===== config.mk =====
export PLATFORM = sky130hd
export DESIGN_NAME = keyword_detect_controller
export DESIGN_NICKNAME = d
export VERILOG_FILES = /design/src/rtl/core/kdc_pkg.sv /design/src/rtl/core/keyword_detect_controller.sv
export SDC_FILE = /design/constraint.sdc
export NUM_CORES = 1
export LEC_CHECK = 0
export ABC_AREA = 1
export CAP_MARGIN = 15
export CELL_PAD_IN_SITES_DETAIL_PLACEMENT = 1
export CELL_PAD_IN_SITES_GLOBAL_PLACEMENT = 1
export CORE_ASPECT_RATIO = 0.8
export CORE_MARGIN = 5
export CORE_UTILIZATION = 50
export CTS_BUF_LIST = sky130_fd_sc_hd__clkbuf_4 sky130_fd_sc_hd__clkbuf_8 sky130_fd_sc_hd__clkbuf_16
export DETAILED_ROUTE_END_ITERATION = 16
export DONT_BUFFER_PORTS = 1
export GPL_ROUTABILITY_DRIVEN = 0
export PLACE_DENSITY_LB_ADDON = 0.1
export SKIP_LAST_GASP = 1
export SYNTH_ARGS = -nofsm -noshare
export SYNTH_HDL_FRONTEND = slang
export SYNTH_SLANG_ARGS = --single-unit

===== constraint.sdc =====
create_clock -name clk -period 8.2 [get_ports clk]
set_clock_uncertainty 0.2 [all_clocks]
set_input_delay 0.41 -clock clk [delete_from_list [all_inputs] [get_ports clk]]
set_output_delay 0.41 -clock clk [all_outputs]
set_load 0.005 [all_outputs]

===== src/rtl/core/kdc_pkg.sv =====
// Shared widths, constants and types of the keyword detect controller.
package kdc_pkg;

  localparam int SMOOTH_DEPTH = 5;
  localparam int CLASS_COUNT  = 64;

  localparam int ENERGY_W   = 38;
  localparam int CLASS_W    = 6;
  localparam int PROB_W     = 16;
  localparam int INTERVAL_W = 8;
  localparam int TIMEOUT_W  = 9;
  localparam int COUNT_W    = 10;
  localparam int MODE_W     = 2;
  localparam int ENTRY_W    = 7;
  localparam int POS_W      = (SMOOTH_DEPTH > 1) ? $clog2(SMOOTH_DEPTH) : 1;
  localparam int CFG_IDX_W  = 3;
  localparam int CFG_DATA_W = 38;

  localparam logic [ENTRY_W-1:0] EMPTY_MARK = 7'd127;
  localparam logic [COUNT_W-1:0] COUNT_MAX  = '1;

  localparam logic [ENERGY_W-1:0]   VAD_RESET      = 38'd171798691;
  localparam logic [INTERVAL_W-1:0] INTERVAL_RESET = 8'd10;
  localparam logic [PROB_W-1:0]     CONF_RESET     = 16'd39321;
  localparam logic [TIMEOUT_W-1:0]  TIMEOUT_RESET  = 9'd300;

  // Configuration register indexes
  typedef enum logic [CFG_IDX_W-1:0] {
    REG_VAD_THRESHOLD        = 3'd0,
    REG_INFERENCE_INTERVAL   = 3'd1,
    REG_CONFIDENCE_THRESHOLD = 3'd2,
    REG_TIMEOUT_FRAMES       = 3'd3
  } cfg_reg_t;

  // One result item
  typedef struct packed {
    logic               found;
    logic [CLASS_W-1:0] id;
    logic [MODE_W-1:0]  mode;
  } result_t;

endpackage


===== src/rtl/core/keyword_detect_controller.sv =====
// Keyword detect controller: mode machine, smoothing ring and output skid stage.
//
// Each input transfer carries one 10 ms frame summary (energy, top class, top
// probability) and yields exactly one result transfer. All per-frame work is a
// short path from the state registers and the input ports into the state and
// the result register, so one frame is taken every clock cycle while in_ready
// is high. Its result goes into the output register, or into the one-entry
// skid register while the output is stalled: a stalled result does not stop the
// next frame being taken, and in_ready only drops while both are full. The
// mode machine is idle / active / command-ready; in active mode every
// inference_interval-th frame whose probability exceeds confidence_threshold
// pushes its class into a five-entry ring held in flip-flops, and a ring full
// of one class reports that class. The ring is cleared only by reset.
// Configuration writes are accepted every cycle (cfg_ready is always high);
// indexes beyond the last register are ignored, and only the register's width
// of cfg_data is kept. Write configuration only while no frame is in flight.
module keyword_detect_controller
  import kdc_pkg::*;
(
  input  logic                  clk,
  input  logic                  rst,
  // configuration write channel
  input  logic                  cfg_valid,
  output logic                  cfg_ready,
  input  logic [CFG_IDX_W-1:0]  cfg_index,
  input  logic [CFG_DATA_W-1:0] cfg_data,
  // frame summary channel
  input  logic                  in_valid,
  output logic                  in_ready,
  input  logic [ENERGY_W-1:0]   frame_energy,
  input  logic [CLASS_W-1:0]    top_class,
  input  logic [PROB_W-1:0]     top_prob,
  // result channel
  output logic                  out_valid,
  input  logic                  out_ready,
  output logic                  command_found,
  output logic [CLASS_W-1:0]    command_id,
  output logic [MODE_W-1:0]     mode_now
);

  typedef enum logic [MODE_W-1:0] {
    MODE_IDLE   = 2'd0,
    MODE_ACTIVE = 2'd1,
    MODE_READY  = 2'd2
  } mode_t;

  // configuration registers
  logic [ENERGY_W-1:0]   vad_threshold;
  logic [INTERVAL_W-1:0] inference_interval;
  logic [PROB_W-1:0]     confidence_threshold;
  logic [TIMEOUT_W-1:0]  timeout_frames;

  // controller state
  mode_t                 mode, mode_next;
  logic [COUNT_W-1:0]    active_count, active_count_next;
  logic [INTERVAL_W-1:0] interval_phase, interval_phase_next;
  logic [ENTRY_W-1:0]    recent_classes [SMOOTH_DEPTH];
  logic [ENTRY_W-1:0]    recent_classes_next [SMOOTH_DEPTH];
  logic [POS_W-1:0]      ring_position, ring_position_next;

  // result path
  result_t               result_new;
  result_t               skid;
  logic                  skid_valid;

  logic                  in_xfer;
  logic                  push;
  logic                  all_same;
  logic [INTERVAL_W-1:0] phase_inc;
  logic [POS_W-1:0]      wr_pos;

  assign cfg_ready = 1'b1;
  assign in_ready  = !skid_valid;
  assign in_xfer   = in_valid && in_ready;

  // ---------------------------------------------------------------------------
  // Configuration
  // ---------------------------------------------------------------------------
  always_ff @(posedge clk) begin
    if (rst) begin
      vad_threshold        <= VAD_RESET;
      inference_interval   <= INTERVAL_RESET;
      confidence_threshold <= CONF_RESET;
      timeout_frames       <= TIMEOUT_RESET;
    end else if (cfg_valid && cfg_ready) begin
      case (cfg_reg_t'(cfg_index))
        REG_VAD_THRESHOLD:        vad_threshold        <= cfg_data[ENERGY_W-1:0];
        REG_INFERENCE_INTERVAL:   inference_interval   <= cfg_data[INTERVAL_W-1:0];
        REG_CONFIDENCE_THRESHOLD: confidence_threshold <= cfg_data[PROB_W-1:0];
        REG_TIMEOUT_FRAMES:       timeout_frames       <= cfg_data[TIMEOUT_W-1:0];
        default: ;  // unknown index: ignored
      endcase
    end
  end

  // ---------------------------------------------------------------------------
  // Per-frame next state
  // ---------------------------------------------------------------------------
  always_comb begin
    mode_next           = mode;
    active_count_next   = active_count;
    interval_phase_next = interval_phase;
    ring_position_next  = ring_position;
    recent_classes_next = recent_classes;
    push                = 1'b0;
    all_same            = 1'b0;
    phase_inc           = interval_phase + 1'b1;
    // out-of-range position cannot arise, but the ring restarts at 0 if it did
    wr_pos              = (32'(ring_position) >= SMOOTH_DEPTH) ? '0 : ring_position;
    result_new          = '0;

    case (mode)
      MODE_IDLE: begin
        if (frame_energy > vad_threshold) begin
          mode_next           = MODE_ACTIVE;
          active_count_next   = '0;
          interval_phase_next = '0;
        end
      end
      MODE_ACTIVE: begin
        if (active_count != COUNT_MAX) begin
          active_count_next = active_count + 1'b1;
        end
        interval_phase_next = phase_inc;
        // an interval of zero fires on every frame, like one
        if (phase_inc >= inference_interval || phase_inc == '0) begin
          interval_phase_next = '0;
          push = (top_prob > confidence_threshold) &&
                 ({1'b0, top_class} < ENTRY_W'(CLASS_COUNT));
        end
        if (push) begin
          recent_classes_next[wr_pos] = {1'b0, top_class};
          ring_position_next = (32'(wr_pos) == SMOOTH_DEPTH - 1) ? '0 : wr_pos + 1'b1;
          all_same = (recent_classes_next[0] != EMPTY_MARK);
          for (int i = 1; i < SMOOTH_DEPTH; i++) begin
            if (recent_classes_next[i] != recent_classes_next[0]) all_same = 1'b0;
          end
        end
        if (all_same) begin
          mode_next        = MODE_READY;
          result_new.found = 1'b1;
          result_new.id    = recent_classes_next[0][CLASS_W-1:0];
        end else if (active_count_next > {1'b0, timeout_frames}) begin
          mode_next = MODE_IDLE;
        end
      end
      MODE_READY: mode_next = MODE_IDLE;
      default:    mode_next = MODE_IDLE;  // stray code: back to idle
    endcase

    result_new.mode = mode_next;
  end

  always_ff @(posedge clk) begin
    if (rst) begin
      mode           <= MODE_IDLE;
      active_count   <= '0;
      interval_phase <= '0;
      ring_position  <= '0;
      for (int i = 0; i < SMOOTH_DEPTH; i++) recent_classes[i] <= EMPTY_MARK;
    end else if (in_xfer) begin
      mode           <= mode_next;
      active_count   <= active_count_next;
      interval_phase <= interval_phase_next;
      ring_position  <= ring_position_next;
      recent_classes <= recent_classes_next;
    end
  end

  // ---------------------------------------------------------------------------
  // Output register with skid entry
  // ---------------------------------------------------------------------------
  always_ff @(posedge clk) begin
    if (rst) begin
      out_valid  <= 1'b0;
      skid_valid <= 1'b0;
    end else if (!out_valid || out_ready) begin
      // output register free this cycle: drain the skid first
      if (skid_valid) begin
        out_valid  <= 1'b1;
        skid_valid <= 1'b0;
      end else begin
        out_valid <= in_xfer;
      end
    end else if (in_xfer) begin
      skid_valid <= 1'b1;
    end
  end

  always_ff @(posedge clk) begin
    if (!out_valid || out_ready) begin
      if (skid_valid) begin
        command_found <= skid.found;
        command_id    <= skid.id;
        mode_now      <= skid.mode;
      end else if (in_xfer) begin
        command_found <= result_new.found;
        command_id    <= result_new.id;
        mode_now      <= result_new.mode;
      end
    end else if (in_xfer) begin
      skid <= result_new;
    end
  end

  // ---------------------------------------------------------------------------
  // Assertions
  // ---------------------------------------------------------------------------
  a_skid_behind_out: assert property (@(posedge clk) disable iff (rst)
    skid_valid |-> out_valid)
    else $error("skid entry held while output register empty");

  a_found_iff_ready: assert property (@(posedge clk) disable iff (rst)
    out_valid |-> (command_found == (mode_now == MODE_READY)))
    else $error("command flag disagrees with reported mode");

  a_id_zero: assert property (@(posedge clk) disable iff (rst)
    (out_valid && !command_found) |-> (command_id == '0))
    else $error("command id non-zero without a command");

  a_ready_to_idle: assert property (@(posedge clk) disable iff (rst)
    (in_xfer && mode == MODE_READY) |=> (mode == MODE_IDLE))
    else $error("command-ready mode did not return to idle");

endmodule


==> results of run 1 <==
[sequential cells by signal, summed over array words and instances, names as in the netlist]
| name | cells |
|---|---|
| recent_classes | 35 |
| confidence_threshold | 16 |
| command_id | 6 |
| inference_interval | 8 |
| vad_threshold | 38 |
| skid_valid | 1 |
| mode_now | 2 |
| active_count | 10 |
| timeout_frames | 9 |
| skid | 9 |
| out_valid | 1 |
| mode | 2 |
| ring_position | 3 |
| interval_phase | 8 |
| command_found | 1 |
[metrics by stage]
step           hold slack, ns  worst slack, ns
6_report           -0.0000936             4.33
5_1_grt               0.00944             3.90
3_5_place_dp            0.246             4.39
2_1_floorplan           0.229             5.33
3_3_place_gp            0.239             4.49
4_1_cts              0.000603             4.33
[cell families after synthesis]
kind of cell               after synthesis  share of synthesized area [%]
AOI/OAI and AO/OA                      256                           16.9
xor gates and xnor gates                12                           1.22
adders and majority gates               75                           10.9
buffers and inverters                  206                           9.83
DFF                                    149                           36.9
other                                    1                         0.0437
and+or+nand+nor                        467                           24.2
[metal layers]
layer / track usage, % / share of wire, %
met3: 6.76 / 5.1
met4: 9.44 / 2.5
met5: 0 / 0
met2: 44.1 / 47
met1: 36.2 / 46
[worst register-to-register path: cells and delay by family, from the launching register on]
kind | cells | cell delay (ns)
xor+xnor | 1 | 0.26
compound gates | 2 | 0.24
flops | 1 | 0.43
fa+ha+maj | 2 | 0.56
buf+inv | 1 | 0.62
simple gates | 8 | 1.48
[area by class of cell]
class	instances	area share, %
sequential	149	32.8
inverter	160	6.24
clock inverter	15	1.72
multi-input combinational	811	47.4
tap	220	2.85
clock buffer	17	4.41
timing repair buffer	44	4.56
[worst max-delay path by stage]
| stage | from | end | slack, ns | cells past startpoint |
|---|---|---|---|---|
| global placement | mode[0] | ring_position[1] | 4.49 | 9 |
| CTS | interval_phase[0] | recent_classes[12] | 4.33 | 14 |
| floorplan | interval_phase[0] | ring_position[0] | 5.33 | 15 |
| global route | mode[0] | ring_position[1] | 3.90 | 9 |
| detailed placement | mode[0] | ring_position[1] | 4.39 | 9 |
| finish | interval_phase[0] | recent_classes[12] | 4.33 | 14 |
[what timing repair did]
item                                    in CTS  in global routing
endpoints found under the hold margin       87                  0
hold buffers                                40                  0
endpoints found under the setup margin       0                  0
[power by group through the flow]
stage	combinational, mW	clock (mW)	sequential, mW
6_report	0.177	0.808	0.768
5_1_grt	0.201	0.850	0.770
4_1_cts	0.173	0.813	0.768
3_5_place_dp	0.148	0	0.784
3_3_place_gp	0.140	0	0.783
2_1_floorplan	0.114	0	0.781
[placed cells by master, fill, tap and decap left out, types with 29 or more instances in the layout]
master | netlist | routed
nand2_1 | 262 | 262
inv_1 | 153 | 153
dfxtp_1 | 131 | 131
a21oi_1 | 112 | 112
nand3_1 | 89 | 89
o21ai_0 | 82 | 82
ha_1 | 75 | 75
nor2_1 | 55 | 54
o211ai_1 | 40 | 40
dlygate4sd3_1 | 0 | 39
nand4_1 | 29 | 29
==> results.tsv, run 1 <==
stage	metric	value	unit
critical_path	CP Max Fanout	42	
global_routing	vias in the first global route	8496	
logic_synthesis	sequential fraction of the synthesis area	36.9	%
placed_design	placed insts	1344	
clock_tree	Resized cells post-CTS	0	
critical_path	Setup CP Type	reg2reg	
global_routing	antenna violations before repair	0	
sta	RSZ-0062 raised after global routing	false	
route	DRC Markers	0	
worst_hold_path	Hold Path Origin	cfg_data[11]	
pwr	worst ir drop on vdd	147	uV
critical_path	Worst EP required	8.34	ns
placed_design	placed cell area	8650	um^2
sta	Final Hold Viols	1	
pwr	Power per Cell Area	182	nW/um^2
global_routing	first-pass GRT wire length	43800	um
critical_path	CP delay by family, top	simple AND/OR/NAND/NOR gates	
logic_synthesis	Syn. warnings	0	
floorplan	CORE AREA	16700	um^2
sta	WHS	-0.0000936	ns
route	Via Count	8039	
layout	FILL cells	2131	
layout	Area growth syn-to-layout	12.5	%
logic_synthesis	Synth Flop Type	dfxtp_1	
floorplan	num ports	118	
worst_hold_path	Worst Hold Depth	2	
route	final wirelength	26800	um
critical_path	worst r2r src	interval_phase[0]	
global_routing	pin count of the biggest net entering global routing	66	
status	violated checks	hold timing	
route	vias per cell	5.68	
clock_tree	clk root buf	clkbuf_16	
logic_synthesis	count leader, synth	nand2_1	
layout	fraction of layout cells with a size suffix above 1	6.44	%
layout	area taken by multi-input logic gates	4580	um^2
global_routing	Overall Global Routing Usage	27.4	%
critical_path	CP arrival	4.01	ns
layout	Diodes inserted	0	
logic_synthesis	commonest cells in the synthesized netlist	nand2_1 (262), inv_1 (153), dfxtp_1 (131), a21oi_1 (112), nand3_1 (89)	
sta	max-slew violation count	0	
clock_tree	clk sinks	149	
logic_synthesis	Synth Register Bits	149	
clock_tree	Setup Fix Bufs, Post-CTS	0	
clock_tree	CTS tree	done	
logic_synthesis	Mapped Nets	1347	
pwr	sw frac	27.2	%
logic_synthesis	synthesized instance count	1166	
logic_synthesis	library cells used by synthesis	43	
sta	final setup fails	0	
clock_tree	Worst-path clk slew	0.07	ns
sta	fin crit period	3.87	ns
layout	Register Area	3160	um^2
layout	Final Util	57.7	%
pwr	NetSw	476	uW
flow_run	maxcap violations	0	
sta	setup_tns	0	ns
layout	final cell count without fillers	1416	
critical_path	r2r endpoint	recent_classes[12]	
clock_tree	CTS max path bufs	2	
logic_synthesis	Syn Area/Cell	7.36	um^2
logic_synthesis	Post-synth EDFFs	18	
worst_hold_path	Hold Path Class	in2reg	
critical_path	startpoint type of the worst setup path	flop	
critical_path	worst path buffer plus inverter count	1	
floorplan	DIE AREA	19900	um^2
route	Antenna Nets Post-Route	0	
critical_path	Worst Setup End Kind	flop	
placed_design	HPWL after DPL	17900	um
logic_synthesis	Mapped Area	8580	um^2
critical_path	CP Cell Sequence	ha_1 -> nand4_1 -> nor2_1 -> xor2_1 -> ha_1 -> nand2_1 -> o21ai_0 -> nor3_1 -> nand2_1 -> nand2_2 -> nor2_4 -> inv_2 -> nand2_1 -> o211ai_1	
layout	nets	1364	
pwr	Int Pwr	1.28	mW
layout	fin area	9650	um^2
sta	slew margin rel.	40.0	%
floorplan	Die Ht	127	um
route	DRT iter0 DRCs	453	
logic_synthesis	area leader, netlist	dfxtp_1	
pwr	combinational fraction of design power	10.1	%
sta	share of the clock period used by the worst path	47.2	%
floorplan	Starting Density	51.4	%
worst_hold_path	hold endpoint	vad_threshold[11]	
critical_path	reg2reg path depth	14	
sta	Fmax achieved	258	MHz
route	wire length per cell	18.9	um
logic_synthesis	Synth area leaders	dfxtp_1 (31%), nand2_1 (11%), ha_1 (11%)	
critical_path	CP max stage cell	inv_2	
pwr	clock share of power	46.1	%
critical_path	max incr delay on CP	0.61	ns
clock_tree	Num CTS Buffers	17	
pwr	Flop pwr share	43.8	%
placed_design	count of input and output buffers	0	
logic_synthesis	post-synth top area share	30.6	%
pwr	Final Power	1.75	mW
floorplan	die width	156	um
logic_synthesis	async set-or-reset flop fraction in the synthesized netlist	0	%
clock_tree	htree depth	4	
status	status	finished, violations left	
global_routing	grt ovf	0	
clock_tree	Clock Latency Late Sink	0.44	ns
critical_path	r2r setup slk	4.33	ns
floorplan	Rows	42	
pwr	Leak	4.64	nW
route	total iterations of the first detailed-routing run	7	
sta	worst-margin pin slew	0.897	ns
critical_path	crit-path most repeated cell	nand2_1	
Power figures use the tool's default switching activity.
==> inputs of run 2 (changes only) <==
--- a/config.mk
+++ b/config.mk
@@ -11,7 +11,7 @@
 export CELL_PAD_IN_SITES_GLOBAL_PLACEMENT = 1
 export CORE_ASPECT_RATIO = 0.8
 export CORE_MARGIN = 5
-export CORE_UTILIZATION = 50
+export CORE_UTILIZATION = 42
 export CTS_BUF_LIST = sky130_fd_sc_hd__clkbuf_4 sky130_fd_sc_hd__clkbuf_8 sky130_fd_sc_hd__clkbuf_16
 export DETAILED_ROUTE_END_ITERATION = 16
 export DONT_BUFFER_PORTS = 1
==> constraint.sdc (replaced) <==
create_clock -name clk -period 3.11 [get_ports clk]
set_clock_uncertainty 0.2 [all_clocks]
set_input_delay 0.1555 -clock clk [delete_from_list [all_inputs] [get_ports clk]]
set_output_delay 0.1555 -clock clk [all_outputs]
set_load 0.005 [all_outputs]
==> run 2 against run 1 <==
  * The run now ends clean
  * Cell count is 8.1% higher
  * Clock power grew to 2.6 times the previous value
  * Clock-buffer cell count stayed put
  * Utilization is 5.6 points lower
  * Worst setup slack worse by 4.2 ns
  * Sequential cell count stayed put
  * Critical path depth is 5 higher
  * Final area is 8.0% higher
  * Maximum frequency is 29% higher
  * Sequential power grew to 2.6 times the previous value
  * Critical path type unchanged
==> results.tsv, run 2 (same netlist as run 1, synthesis figures left out) <==
stage	metric	value	unit	change
status	status	finished, final reports clean		
clock_tree	clk sinks	149		unchanged
sta	WHS	0.0333	ns	+0.0334 ns
sta	fin crit period	3.01	ns	-0.861 ns
critical_path	CP arrival	3.11	ns	-0.90 ns
critical_path	CP Max Fanout	4		-90%
pwr	clock share of power	45.7	%	-0.4 points
clock_tree	Clock Latency Late Sink	0.43	ns	about the same
layout	Regs by FF count	vad_threshold x38, recent_classes x35, confidence_threshold x16		
layout	commonest non-fill, non-tap cell in the layout	nand2_1		
global_routing	first-pass GRT wire length	43400	um	-0.87%
route	DRC Markers	0		unchanged
clock_tree	CTS tree	done		
critical_path	crit-path most repeated cell	nand2_1		
clock_tree	clk root buf	clkbuf_16		
sta	slew margin rel.	45.7	%	+5.7 points
layout	most frequent cells in the layout	nand2_1 (262), inv_1 (153), dfxtp_1 (126)		
placed_design	count of input and output buffers	0		unchanged
route	total iterations of the first detailed-routing run	5		-2
floorplan	Starting Density	43.0	%	-8.4 points
clock_tree	htree depth	4		unchanged
pwr	Leak	4.95	nW	+6.5%
pwr	sw frac	26.9	%	-0.30 points
pwr	worst ir drop on vdd	238	uV	+62%
route	Antenna Nets Post-Route	0		unchanged
clock_tree	CTS max path bufs	2		unchanged
global_routing	antenna violations before repair	0		unchanged
critical_path	CP max stage cell	dfxtp_2		
layout	register with the most flip-flops	vad_threshold		
route	DRT iter0 DRCs	322		-29%
sta	worst-margin pin slew	0.814	ns	-0.0836 ns
critical_path	CP delay by family, top	simple AND/OR/NAND/NOR gates		
layout	Diodes inserted	0		unchanged
worst_hold_path	Hold Path Class	in2reg		
global_routing	pin count of the biggest net entering global routing	53		-20%
sta	setup_tns	0	ns	unchanged
critical_path	max incr delay on CP	0.36	ns	-0.25 ns
sta	Final Hold Viols	0		-1
critical_path	Setup CP Type	reg2reg		
clock_tree	Num CTS Buffers	17		unchanged
floorplan	CORE AREA	20000	um^2	+20%
pwr	Int Pwr	3.40	mW	+170%
global_routing	vias in the first global route	8297		-2.3%
route	wire length per cell	17.5	um	-7.3%
critical_path	worst path buffer plus inverter count	2		+1
clock_tree	Worst-path clk slew	0.07	ns	about the same
pwr	Flop pwr share	43.5	%	-0.3 points
critical_path	Worst EP required	3.21	ns	-5.13 ns
floorplan	Die Ht	138	um	+8.4%
placed_design	HPWL after DPL	19000	um	+5.8%
critical_path	startpoint type of the worst setup path	flop		
route	final wirelength	26800	um	+0.12%
sta	max-slew violation count	0		unchanged
sta	final setup fails	0		unchanged
pwr	NetSw	1.25	mW	+160%
route	vias per cell	5.27		-7.1%
sta	Fmax achieved	332	MHz	+29%
critical_path	CP Cell Sequence	ha_4 -> nand2_1 -> nor2_2 -> nand4_1 -> buf_4 -> xnor2_1 -> ha_1 -> nor2_1 -> o21ai_0 -> inv_1 -> o21bai_1 -> nand2_1 -> a21oi_2 -> nor2_1 -> nor3_2 -> nand2_1 -> nand2_1 -> nand2_1 -> nand2_1		
floorplan	num ports	118		unchanged
layout	fraction of layout cells with a size suffix above 1	10.9	%	+4.5 points
pwr	Final Power	4.65	mW	+170%
floorplan	DIE AREA	23400	um^2	+18%
sta	RSZ-0062 raised after global routing	true		
floorplan	Rows	46		+9.5%
layout	Area growth syn-to-layout	21.5	%	
pwr	combinational fraction of design power	10.9	%	+0.8 points
pwr	Power per Cell Area	446	nW/um^2	+150%
flow_run	maxcap violations	0		unchanged
layout	nets	1434		+5.1%
critical_path	Worst Setup End Kind	flop		
route	Via Count	8069		+0.37%
global_routing	Overall Global Routing Usage	23.3	%	-4.1 points
sta	share of the clock period used by the worst path	96.8	%	+50 points
floorplan	die width	170	um	+8.5%
global_routing	grt ovf	0		unchanged
layout	number of flip-flops in the largest register	38		unchanged
-- run 2: cell count changes in the layout (fill, tap and decap cells not counted), sizes merged --
cell and delta:
dlygate4sd3 +28, inv +1, clkinv +1, clkinvlp -2
buf +42
-- run 2: worst paths after layout --
check / cells past startpoint / to / slack, ns / start
setup / recovery: 19 / mode_now[0] / 0.1 / active_count[0]
hold / removal: 5 / recent_classes[23] / 0.03 / top_class[2]
setup reg to reg: 19 / mode_now[0] / 0.1 / active_count[0]
hold reg to reg: 2 / vad_threshold[8] / 0.26 / vad_threshold[8]
-- run 2: power by group through the flow --
stage	clock network, mW	logic (mW)	registers, mW
4_1_cts	2.18	0.501	2.02
3_5_place_dp	0	0.411	2.06
3_3_place_gp	0	0.398	2.06
6_report	2.12	0.505	2.02
2_1_floorplan	0	0.301	2.06
5_1_grt	2.26	0.574	2.03
-- run 2: through the flow --
step	std cells	utilization (%)	cell area, um^2	worst slack, ns
floorplan	1166	-	8580	0.240
global placement	1414	44.7	8940	0.0653
detailed placement	1414	44.7	8940	0.00119
CTS	1522	51.5	10300	0.0210
global route	1530	52.2	10400	-0.173
finish	1530	52.2	10400	0.0993
-- run 2: worst reg2reg max path, stage by stage (launching register included) --
cell and delay [ns]:
dfxtp_2 0.36, ha_4 0.15, nand2_1 0.07, nor2_2 0.17, nand4_1 0.20, buf_4 0.22
xnor2_1 0.20, ha_1 0.19, nor2_1 0.04, o21ai_0 0.18, inv_1 0.07, o21bai_1 0.13
nand2_1 0.09, a21oi_2 0.13, nor2_1 0.07, nor3_2 0.11, nand2_1 0.10, nand2_1 0.09
nand2_1 0.06, nand2_1 0.06
-- run 2: routing by layer --
layer	wire, um	vias up	global-route usage (%)
li1	-	4077	-
met1	12700	3835	30.6
met2	12500	127	38.8
met3	1290	30	5.87
met4	326	0	5.54
met5	0	-	0
-- run 2: layout make-up --
class	count	area, um^2
Sequential cell	149	3170
Tap cell	264	330
Inverter	160	603
Fill cell	2488	9550
Clock inverter	15	170
Multi-Input combinational cell	811	4650
Timing Repair Buffer	114	1070
Clock buffer	17	425
-- run 2: repair_timing --
action,4_1_cts,5_1_grt
endpoints found under the setup margin,1,55
hold buffers,68,0
buffers inserted,8,8
pin swaps,3,6
resized for setup,4,21
endpoints found under the hold margin,112,0
